## src/sv/lped_pkg.sv

```systemverilog
// package for the length-prefixed element deframer
// holds widths, character codes, phase/role/error codes and the state/result structs
// no dependencies
package lped_pkg;

  localparam int LENGTH_WIDTH = 16;
  localparam int INDEX_WIDTH  = 8;
  localparam int ACC_WIDTH    = LENGTH_WIDTH + 1;
  localparam int MAXLEN_WIDTH = 16;

  localparam logic [7:0] CH_0     = 8'h30;
  localparam logic [7:0] CH_9     = 8'h39;
  localparam logic [7:0] CH_DOT   = 8'h2e;
  localparam logic [7:0] CH_COMMA = 8'h2c;
  localparam logic [7:0] CH_SEMI  = 8'h3b;

  localparam logic [MAXLEN_WIDTH-1:0] MAXLEN_RESET = '1;

  typedef enum logic [1:0] {
    PH_LEN  = 2'd0,
    PH_ELEM = 2'd1,
    PH_SEP  = 2'd2
  } phase_e;

  typedef enum logic [2:0] {
    ROLE_DIGIT   = 3'd0,
    ROLE_DOT     = 3'd1,
    ROLE_CONTENT = 3'd2,
    ROLE_COMMA   = 3'd3,
    ROLE_SEMI    = 3'd4
  } role_e;

  typedef enum logic [2:0] {
    ERR_NONE      = 3'd0,
    ERR_EMPTY_LEN = 3'd1,
    ERR_BAD_CHAR  = 3'd2,
    ERR_TOO_LARGE = 3'd3,
    ERR_BAD_SEP   = 3'd4,
    ERR_EMPTY_OP  = 3'd5
  } err_e;

  typedef struct packed {
    phase_e                  phase;
    logic [ACC_WIDTH-1:0]    acc;
    logic                    digit_seen;
    logic [LENGTH_WIDTH-1:0] decl_len;
    logic [LENGTH_WIDTH-1:0] cnt;
    logic [INDEX_WIDTH-1:0]  elem_cnt;
    logic                    op_seen;
  } state_t;

  localparam state_t ST_RESET = '{
    phase:      PH_LEN,
    acc:        '0,
    digit_seen: 1'b0,
    decl_len:   '0,
    cnt:        '0,
    elem_cnt:   '0,
    op_seen:    1'b0
  };

  typedef struct packed {
    logic [7:0]              data_byte;
    role_e                   role;
    logic [INDEX_WIDTH-1:0]  elem_num;
    logic                    is_op;
    logic [LENGTH_WIDTH-1:0] size;
    logic                    edone;
    logic                    idone;
    err_e                    err;
  } result_t;

endpackage

```

## src/sv/length_prefixed_element_deframer_unit.sv

```systemverilog
// Parses a byte stream of LEN.VALUE[,LEN.VALUE]...; instructions and tags every byte with
// its role, element index, declared size and an error code. One byte is taken per clock
// cycle; each byte's result appears in the cycle after its transfer, set by the single parser
// state register feeding the result register. The input stays ready while the result
// register is empty or being drained, so full throughput holds with tready high. Any error
// restarts the parser at instruction start. max_element_length is written via cfg_wr_en_i.
// depends on lped_pkg and lped_step
module length_prefixed_element_deframer_unit (
  input  logic                              clk_i,
  input  logic                              rst_ni,
  input  logic                              cfg_wr_en_i,
  input  logic [lped_pkg::MAXLEN_WIDTH-1:0] cfg_wr_data_i,
  input  logic                              s_axis_tvalid,
  output logic                              s_axis_tready,
  input  logic [7:0]                        s_axis_tdata,  // [7:0] byte_value
  output logic                              m_axis_tvalid,
  input  logic                              m_axis_tready,
  // [7:0] data_byte, [15:8] element_number, [31:16] element_size,
  // [32] element_done, [35:33] error_code, [39:36] zero
  output logic [39:0]                       m_axis_tdata,
  output logic [3:0]                        m_axis_tuser,  // [2:0] byte_role, [3] is_opcode
  output logic                              m_axis_tlast   // instruction_done
);
  import lped_pkg::*;

  state_t                    state_q, state_d;
  result_t                   res_q, res_d;
  logic                      out_valid_q;
  logic [MAXLEN_WIDTH-1:0]   max_len_q;
  logic                      in_xfer;

  assign s_axis_tready = !out_valid_q || m_axis_tready;
  assign in_xfer       = s_axis_tvalid && s_axis_tready;

  lped_step u_step (
    .st_i      (state_q),
    .byte_i    (s_axis_tdata),
    .max_len_i (max_len_q),
    .st_o      (state_d),
    .res_o     (res_d)
  );

  always_ff @(posedge clk_i or negedge rst_ni) begin
    if (!rst_ni) begin
      state_q     <= ST_RESET;
      out_valid_q <= 1'b0;
      max_len_q   <= MAXLEN_RESET;
    end else begin
      if (cfg_wr_en_i) begin
        max_len_q <= cfg_wr_data_i;
      end
      if (in_xfer) begin
        state_q     <= state_d;
        out_valid_q <= 1'b1;
      end else if (m_axis_tready) begin
        out_valid_q <= 1'b0;
      end
    end
  end

  always_ff @(posedge clk_i) begin
    if (in_xfer) begin
      res_q <= res_d;
    end
  end

  assign m_axis_tvalid = out_valid_q;
  assign m_axis_tdata  = {4'b0000, res_q.err, res_q.edone, res_q.size,
                          res_q.elem_num, res_q.data_byte};
  assign m_axis_tuser  = {res_q.is_op, res_q.role};
  assign m_axis_tlast  = res_q.idone;

  // errored bytes never complete an element or instruction
  assert property (@(posedge clk_i) disable iff (!rst_ni)
    (m_axis_tvalid && res_q.err != ERR_NONE) |-> (!res_q.edone && !res_q.idone))
    else $error("done flag on errored byte");

  // instruction end only on a semicolon
  assert property (@(posedge clk_i) disable iff (!rst_ni)
    (m_axis_tvalid && res_q.idone) |-> (res_q.role == ROLE_SEMI))
    else $error("instruction done without semicolon");

  // an error restarts the parser
  assert property (@(posedge clk_i) disable iff (!rst_ni)
    (in_xfer && res_d.err != ERR_NONE) |=>
      (state_q.phase == PH_LEN && state_q.elem_cnt == '0 && !state_q.op_seen))
    else $error("no restart after error");

  // a completed instruction clears the element index
  assert property (@(posedge clk_i) disable iff (!rst_ni)
    (in_xfer && res_d.idone) |=> (state_q.elem_cnt == '0 && !state_q.op_seen))
    else $error("element index kept after instruction end");

  // element completion only on separators
  assert property (@(posedge clk_i) disable iff (!rst_ni)
    (m_axis_tvalid && res_q.edone) |->
      (res_q.role == ROLE_COMMA || res_q.role == ROLE_SEMI))
    else $error("element done without separator");

endmodule

```

## src/sv/lped_step.sv

```systemverilog
// per-byte parser step: next state and tagged result for one input byte
// depends on lped_pkg
module lped_step (
  input  lped_pkg::state_t                    st_i,
  input  logic [7:0]                          byte_i,
  input  logic [lped_pkg::MAXLEN_WIDTH-1:0]   max_len_i,
  output lped_pkg::state_t                    st_o,
  output lped_pkg::result_t                   res_o
);
  import lped_pkg::*;

  localparam int MulWidth = ACC_WIDTH + 4;
  localparam logic [MulWidth-1:0] AccMax = MulWidth'({ACC_WIDTH{1'b1}});

  logic                    is_digit;
  logic [7:0]              digit;
  logic [MulWidth-1:0]     acc_ext;
  logic [MulWidth-1:0]     acc_mul;
  logic [LENGTH_WIDTH-1:0] cnt_inc;
  logic                    too_large;

  assign is_digit  = (byte_i >= CH_0) && (byte_i <= CH_9);
  assign digit     = byte_i - CH_0;
  assign acc_ext   = MulWidth'(st_i.acc);
  assign acc_mul   = (acc_ext << 3) + (acc_ext << 1) + MulWidth'(digit[3:0]);
  assign cnt_inc   = st_i.cnt + LENGTH_WIDTH'(1);
  assign too_large = (MulWidth'(st_i.acc) > MulWidth'(max_len_i)) || st_i.acc[LENGTH_WIDTH];

  always_comb begin
    st_o            = st_i;
    res_o.data_byte = byte_i;
    res_o.role      = ROLE_DIGIT;
    res_o.elem_num  = st_i.elem_cnt;
    res_o.is_op     = !st_i.op_seen;
    res_o.size      = '0;
    res_o.edone     = 1'b0;
    res_o.idone     = 1'b0;
    res_o.err       = ERR_NONE;

    case (st_i.phase)
      PH_LEN: begin
        if (is_digit) begin
          st_o.acc        = (acc_mul > AccMax) ? {ACC_WIDTH{1'b1}} : acc_mul[ACC_WIDTH-1:0];
          st_o.digit_seen = 1'b1;
        end else if (byte_i == CH_DOT) begin
          res_o.role = ROLE_DOT;
          if (!st_i.digit_seen) begin
            res_o.err = ERR_EMPTY_LEN;
          end else if (too_large) begin
            res_o.err = ERR_TOO_LARGE;
          end else begin
            st_o.decl_len   = st_i.acc[LENGTH_WIDTH-1:0];
            res_o.size      = st_i.acc[LENGTH_WIDTH-1:0];
            st_o.acc        = '0;
            st_o.digit_seen = 1'b0;
            st_o.cnt        = '0;
            st_o.phase      = (st_i.acc[LENGTH_WIDTH-1:0] == '0) ? PH_SEP : PH_ELEM;
          end
        end else begin
          res_o.err = ERR_BAD_CHAR;
        end
      end
      PH_ELEM: begin
        res_o.role = ROLE_CONTENT;
        res_o.size = st_i.decl_len;
        st_o.cnt   = cnt_inc;
        if (cnt_inc == st_i.decl_len) begin
          st_o.phase = PH_SEP;
        end
      end
      default: begin
        res_o.size = st_i.decl_len;
        if (byte_i == CH_COMMA || byte_i == CH_SEMI) begin
          res_o.role  = (byte_i == CH_COMMA) ? ROLE_COMMA : ROLE_SEMI;
          res_o.is_op = 1'b0;
          if (!st_i.op_seen) begin
            if (st_i.decl_len != '0) begin
              st_o.op_seen = 1'b1;
              res_o.is_op  = 1'b1;
              res_o.edone  = 1'b1;
            end
          end else begin
            res_o.edone = 1'b1;
          end
          if (res_o.edone && st_i.elem_cnt != '1) begin
            st_o.elem_cnt = st_i.elem_cnt + INDEX_WIDTH'(1);
          end
          st_o.phase = PH_LEN;
          st_o.cnt   = '0;
          if (byte_i == CH_SEMI) begin
            if (!st_o.op_seen) begin
              res_o.err = ERR_EMPTY_OP;
            end else begin
              res_o.idone   = 1'b1;
              st_o.elem_cnt = '0;
              st_o.op_seen  = 1'b0;
            end
          end
        end else begin
          res_o.role = ROLE_COMMA;
          res_o.err  = ERR_BAD_SEP;
        end
      end
    endcase

    if (res_o.err != ERR_NONE) begin
      res_o.edone = 1'b0;
      res_o.idone = 1'b0;
      st_o        = ST_RESET;
    end
  end

endmodule
```

## config.mk

```make
export PLATFORM = sky130hd
export DESIGN_NAME = length_prefixed_element_deframer_unit
export DESIGN_NICKNAME = d
export VERILOG_FILES = /design/src/sv/lped_pkg.sv /design/src/sv/length_prefixed_element_deframer_unit.sv /design/src/sv/lped_step.sv
export SDC_FILE = /design/constraint.sdc
export NUM_CORES = 1
export LEC_CHECK = 0
export ABC_AREA = 1
export BUFFER_PORTS_ARGS = -buffer_cell sky130_fd_sc_hd__buf_4
export CAP_MARGIN = 40
export CORE_UTILIZATION = 40
export CTS_CLUSTER_SIZE = 16
export DETAILED_ROUTE_END_ITERATION = 10
export GPL_TIMING_DRIVEN = 1
export PLACE_DENSITY_LB_ADDON = 0.25
export SLEW_MARGIN = 20
export SYNTH_ARGS = -nofsm -noshare
export SYNTH_HDL_FRONTEND = slang
export SYNTH_SLANG_ARGS = --single-unit
```

## constraint.sdc

```tcl
create_clock -name clk_i -period 3.4 [get_ports clk_i]
set_clock_uncertainty 0.2 [all_clocks]
set_input_delay 0.68 -clock clk_i [delete_from_list [all_inputs] [get_ports clk_i]]
set_output_delay 0.68 -clock clk_i [all_outputs]
set_load 0.01 [all_outputs]
```

Yosys cells after proc, flatten, opt, wreduce, memory -nomap -nowiden:

Cells that the tools add are included.

* $add $sub $neg: 5
* order comparisons: 4
* equal/unequal tests: 15
* muxes and demuxes: 47
* bitwise gates (word level): 2
* reductions and logical operators: 29

Operators with widths (count)
* $mux W52: 3
* $mux W16: 5
* $mux W61: 1
* $mux W34: 1
* $mux W32: 1
* $pmux W16 S2: 1
* $mux W3: 9
* $mux W9: 3
* $mux W25: 1
* $eq A8 B6 Y1 const B: 3
* $add A20 B18 Y21: 1
* $add A21 B4 Y21: 1
* $gt A21 B17 Y1 const B: 1
* $mux W18: 1
* $gt A17 B16 Y1: 1
* $mux W17: 1
* $add A16 B1 Y16 const B: 1
* $eq A16 B16 Y1: 1
* $logic_not A16 Y1: 1
* $reduce_bool A16 Y1: 1
* $pmux W3 S2: 2
* $reduce_and A6 Y1: 2
* $mux W1: 11
* $mux W2: 5
* 27 further kinds: 44

* register bits: 119
* input bits: 29
* output and inout port bits: 47
* word-level logic and storage cells: 119

Depth between registers and ports, before layout:

* word-level depth: 12
* mapped depth: 20

Modules after synthesis:

Synthesis repeated with hierarchy kept, for this count alone.

* cell total of the unflattened synthesis: 1275
* area total of the unflattened synthesis: 9029.9 um^2

Modules (own cells, without submodules)
* lped_step: times used 1, cells an instance 893, area each 4649.5 um^2, sequential area each 0.0 um^2
* length_prefixed_element_deframer_unit: times used 1, cells an instance 382, area each 4380.5 um^2, sequential area each 3203.1 um^2

Worst setup path before layout:

Ideal clock, no wire load.

* path type: input to register
* start point: input s_axis_tdata[3]
* end point: register state_q[45] in the netlist's numbering
* setup time: 117 ps
* arrival: 2976 ps
* data required time: 3083 ps
* setup slack: 107 ps
* cell stages on the path: 16
* cell sequence: fa_1 inv_1 fa_1 inv_1 nand3_1 nand2_1 nand4_1 nand2_1 nand3_1 nand3_1 nand2_1 nor2_1 buf_2 nand3_1 nand3_1 nand2_1

* word-level cells in the longest chain between the ends: 7
* elaborated cells between the ends (all ways): 25
* classes of those cells: add/sub: 2; order compare: 3; eq/ne: 4; mux: 9; reduce/logical: 7

RTL lines
* start, declared: RTL line length_prefixed_element_deframer_unit.sv:15 `input logic [7:0] s_axis_tdata,`
* $sub A4 B1 Y4 (tied with other cells): RTL line lped_step.sv:23 `assign digit = byte_i - CH_0;`
* $add A21 B4 Y21 (tied with other cells): RTL line lped_step.sv:25 `assign acc_mul = (acc_ext << 3) + (acc_ext << 1) + MulWidth'(digit[3:0]);`
* $gt A21 B17 Y1 (tied with other cells): RTL line lped_step.sv:43 `st_o.acc = (acc_mul > AccMax) ? {ACC_WIDTH{1'b1}} : acc_mul[ACC_WIDTH-1:0];`
* $mux W17 / $pmux W3 S2 (equally long branches): RTL line lped_step.sv:43, lped_step.sv:40
* $mux W18 / $reduce_bool A3 Y1 (equally long branches): RTL line lped_step.sv:42, lped_step.sv:106
* $mux W34 (tied with other cells): RTL line lped_step.sv:40 `case (st_i.phase)`
* $mux W61 / $reduce_and A5 Y1 (equally long branches)
* end signal, assigned: RTL line length_prefixed_element_deframer_unit.sv:53 `state_q <= state_d;`
* end, declared: RTL line length_prefixed_element_deframer_unit.sv:26 `state_t state_q, state_d;`

Parallel ways exist; a longest one is shown, timed or not. The select of a mux whose other input is x is not followed.
A chain may end at the register's enable or synchronous reset.

Worst setup path in the final report:

* start point: register max_len_q[15]
* end point: register state_q[50] in the netlist's numbering

* word-level cells in the longest chain between the ends: 10
* elaborated cells between the ends (all ways): 14
* classes of those cells: order compare: 1; eq/ne: 1; mux: 6; reduce/logical: 6

RTL lines
* start, declared: RTL line length_prefixed_element_deframer_unit.sv:29 `logic [MAXLEN_WIDTH-1:0] max_len_q;`
* start signal, assigned: RTL line length_prefixed_element_deframer_unit.sv:50 `max_len_q <= cfg_wr_data_i;`
* $gt A17 B16 Y1 *: RTL line lped_step.sv:27 `assign too_large = (MulWidth'(st_i.acc) > MulWidth'(max_len_i)) || st_i.acc[LENGTH_WIDTH];`
* $logic_or A1 B1 Y1 *: RTL line lped_step.sv:27
* $mux W2: RTL line lped_step.sv:49 `end else if (too_large) begin`
* $mux W3: RTL line lped_step.sv:47 `if (!st_i.digit_seen) begin`
* $mux W3: RTL line lped_step.sv:45 `end else if (byte_i == CH_DOT) begin`
* $mux W3: RTL line lped_step.sv:42 `if (is_digit) begin`
* $pmux W3 S2: RTL line lped_step.sv:40
* $reduce_bool A3 Y1: RTL line lped_step.sv:106 `if (res_o.err != ERR_NONE) begin`
* $ne A3 B2 Y1 (no line) (tied with other cells)
* $reduce_and A5 Y1 (no line)

Mark *: on every way between the ends. The rest lies on a longest branch, timed or not.

==> metrics <==
I/O Buffers=71; drt via density=about 5; clock sink count=around 120; TritonCTS buffer count=17; Startpoint Class=flip-flop; I/O pin count=76; commonest non-fill, non-tap cell in the layout=nand2_1; Clock Tree Root=clkbuf_16; synthesized cell area=0.00750 mm2; detailed-route wire length=around 18000 um; Via Count=6462; Synth Instances=around 950; status=complete, but fails checks; Cell variety after synth=47; CTS tree=built; crit end category=flip-flop; core area=about 0.018 mm2; overall power=3.72 mW; P per Cell Area=411 mW/mm2; DRT antenna net count=0; Die Y=139 um; H-Tree Depth=4; Final Max Slew Viols=0; Starting Density=0.414; Slew @ Worst Pin=around 0.57 ns; violated checks=hold timing; RePlAce Congestion=between 0.8 and 0.9; total grt overflow=0; residual DRC count=0; antenna violations before repair=0; number of diodes=0; most frequent cells in the layout=nand2_1, buf_4, inv_1, nand3_1, nor2_1; Hold Slack=-0.00863 ns; synthesis-to-layout area growth=20.5%; worst skew pair latency=between 0.4 and 0.5 ns; DP Worst Slack=-0.0571 ns; Hold-fix buffers, CTS=0; Tmin final=between 3 and 4 ns; Fillers=around 1800; Worst-path clk slew=roughly 0.060 ns; LEAKAGE=about 4.4 nW; Yosys warning total=0; post-CTS setup buffers=0; CP max FO=33; post_cts resized=0; post-placement cell count=1250; CP Data Required Time=approximately 3.6 ns; final hold viol count=7; clock buffer depth=2; Final nets=1122; vias in the first global route=~6200; drt first pass iters=7; Crit Path Category=flip-flop to flip-flop; routed len/inst=14.3 um; Seq/Total Area, Yosys=0.427; maxcap violations=0; Total GRT Usage=0.201; unrepaired setup endpoints after global routing=false; Die Span X=approximately 140 um; ranking of synthesized cells by area=dfrtp_1, edfxtp_1, nand2_1; die area=between 0.015 and 0.02 mm2; number of core rows=49; post-synth top area share=0.207; Peak VDD IR=0.368 mV; fin cells=~1300; Worst Hold Class=primary input to asynchronous set/reset pin; DP HPWL=roughly 14000 um; final setup fails=0; Mean Syn Cell Area=7.93 um2; Arrival @ worst endpoint=between 3 and 4 ns; TNS Setup=0 ns; post-synthesis register bit count=119; share of post-route cells with drive strength above 1=0.157; final worst slack=between 0.3 and 0.4 ns; pin count of the biggest net entering global routing=40; first-pass GRT wire length=between 30000 and 40000 um; worst rel slew slack=0.621; Fmax achieved=about 330 MHz; Final period util=0.905; area leader, netlist=dfrtp_1; initial DRC count=~350
==> final cells by class <==
type | instances | area [um2] | area share
inverters | 94 | 353 | 0.0390
repair buffers | 98 | 781 | 0.0863
multi-input cells | 710 | 3800 | 0.420
well taps | 229 | 287 | 0.0317
clock buffers | 19 | 443 | 0.0490
clock inverters | 12 | 175 | 0.0194
flip-flops and latches | 119 | 3200 | 0.354
==> worst max-delay path, stage by stage, from the launching register on <==
cell     delay, ns
dfstp_2       0.52
inv_1         0.06
ha_1          0.31
nand3_1       0.08
nor2_1        0.14
nand2_1       0.11
nor2_1        0.12
nand2_1       0.07
nand3_1       0.14
nand3_1       0.12
nand2_1       0.12
nand2_4       0.10
nand4_2       0.12
nand2_1       0.08
inv_2         0.45
nand3_1       0.15
nand2_1       0.10
==> routing by layer <==
metal / vias up / share of wire / wire length (um) / track usage
li1: 3319 / - / - / -
met4: 0 / 0.016 / 296 / 0.0608
met2: 148 / 0.47 / 8610 / 0.332
met1: 2966 / 0.47 / 8680 / 0.261
met5: - / 0 / 0 / 0
met3: 29 / 0.043 / 793 / 0.0456
==> power by group <==
part	internal [mW]	switching [mW]	total, mW
combinational	0.0954	0.153	0.249
sequential	1.54	0.0113	1.55
clock	1.24	0.673	1.91
==> synth_stat cells (all sizes together) <==
| cell | instances |
|---|---|
| conb | 1 |
| nand4 | 26 |
| or2 | 6 |
| o211ai | 1 |
| nor3 | 6 |
| nand3 | 87 |
| nor4 | 3 |
| inv | 91 |
| a21o | 6 |
| o21ai | 55 |
| mux2 | 1 |
| clkinv | 3 |
| clkbuf | 5 |
| dfrtp | 62 |
| a21boi | 1 |
| or3 | 1 |
| buf | 21 |
| a21oi | 27 |
| xnor2 | 6 |
| o21bai | 2 |
| nand2 | 298 |
| fa | 2 |
| a31oi | 1 |
| nor2 | 86 |
| edfxtp | 41 |
| ha | 51 |
| xor2 | 23 |
| a41oi | 1 |
| dfstp | 16 |
| o22ai | 16 |
==> stage by stage <==
step | cell area, um2 | util | hold slack (ns)
after detailed placement | 8430 | 0.464 | 0.266
after global placement | 8400 | 0.463 | 0.262
after floorplan | 7520 | - | 0.184
after global routing | 9040 | 0.498 | 0.0195
final | 9040 | 0.498 | -0.00863
after CTS | 9040 | 0.498 | 0.00651
==> worst paths after layout <==
check	cells past startpoint	from	slack, ns	end
max reg2reg	16	max_len_q[15]$_DFFE_PN1P_	0.32	state_q[50]$_DFFE_PN0P_
max	16	max_len_q[15]$_DFFE_PN1P_	0.32	state_q[50]$_DFFE_PN0P_
max in group asynchronous	3	rst_ni	2.14	max_len_q[0]$_DFFE_PN1P_
min in group clk_i	1	s_axis_tdata[5]	0.24	m_axis_tdata[5]$_DFFE_PP_
min	1	rst_ni	-0.009	state_q[20]$_DFFE_PN0P_
min reg2reg	2	state_q[37]$_DFFE_PN0P_	0.28	state_q[37]$_DFFE_PN0P_
==> kinds of logic (layout without fill, tap and decap cells) <==
logic type | count (synthesis) | after routing | share of synthesized area
simple gates | 513 | 513 | 0.297
buf+inv | 120 | 223 | 0.0680
mux | 1 | 1 | 0.00150
flops | 119 | 119 | 0.427
other cells | 1 | 4 | 0.000500
fa+ha+maj | 53 | 53 | 0.0904
compound gates | 110 | 110 | 0.0820
xor+xnor | 29 | 29 | 0.0338
==> registers in the layout (all words and copies together) (netlist names) <==
register / flops
m_axis_tvalid: 1
max_len_q: 16
m_axis_tuser: 4
state_q: 61
m_axis_tdata: 36
m_axis_tlast: 1
No activity file was read; power rests on OpenSTA's default activity.
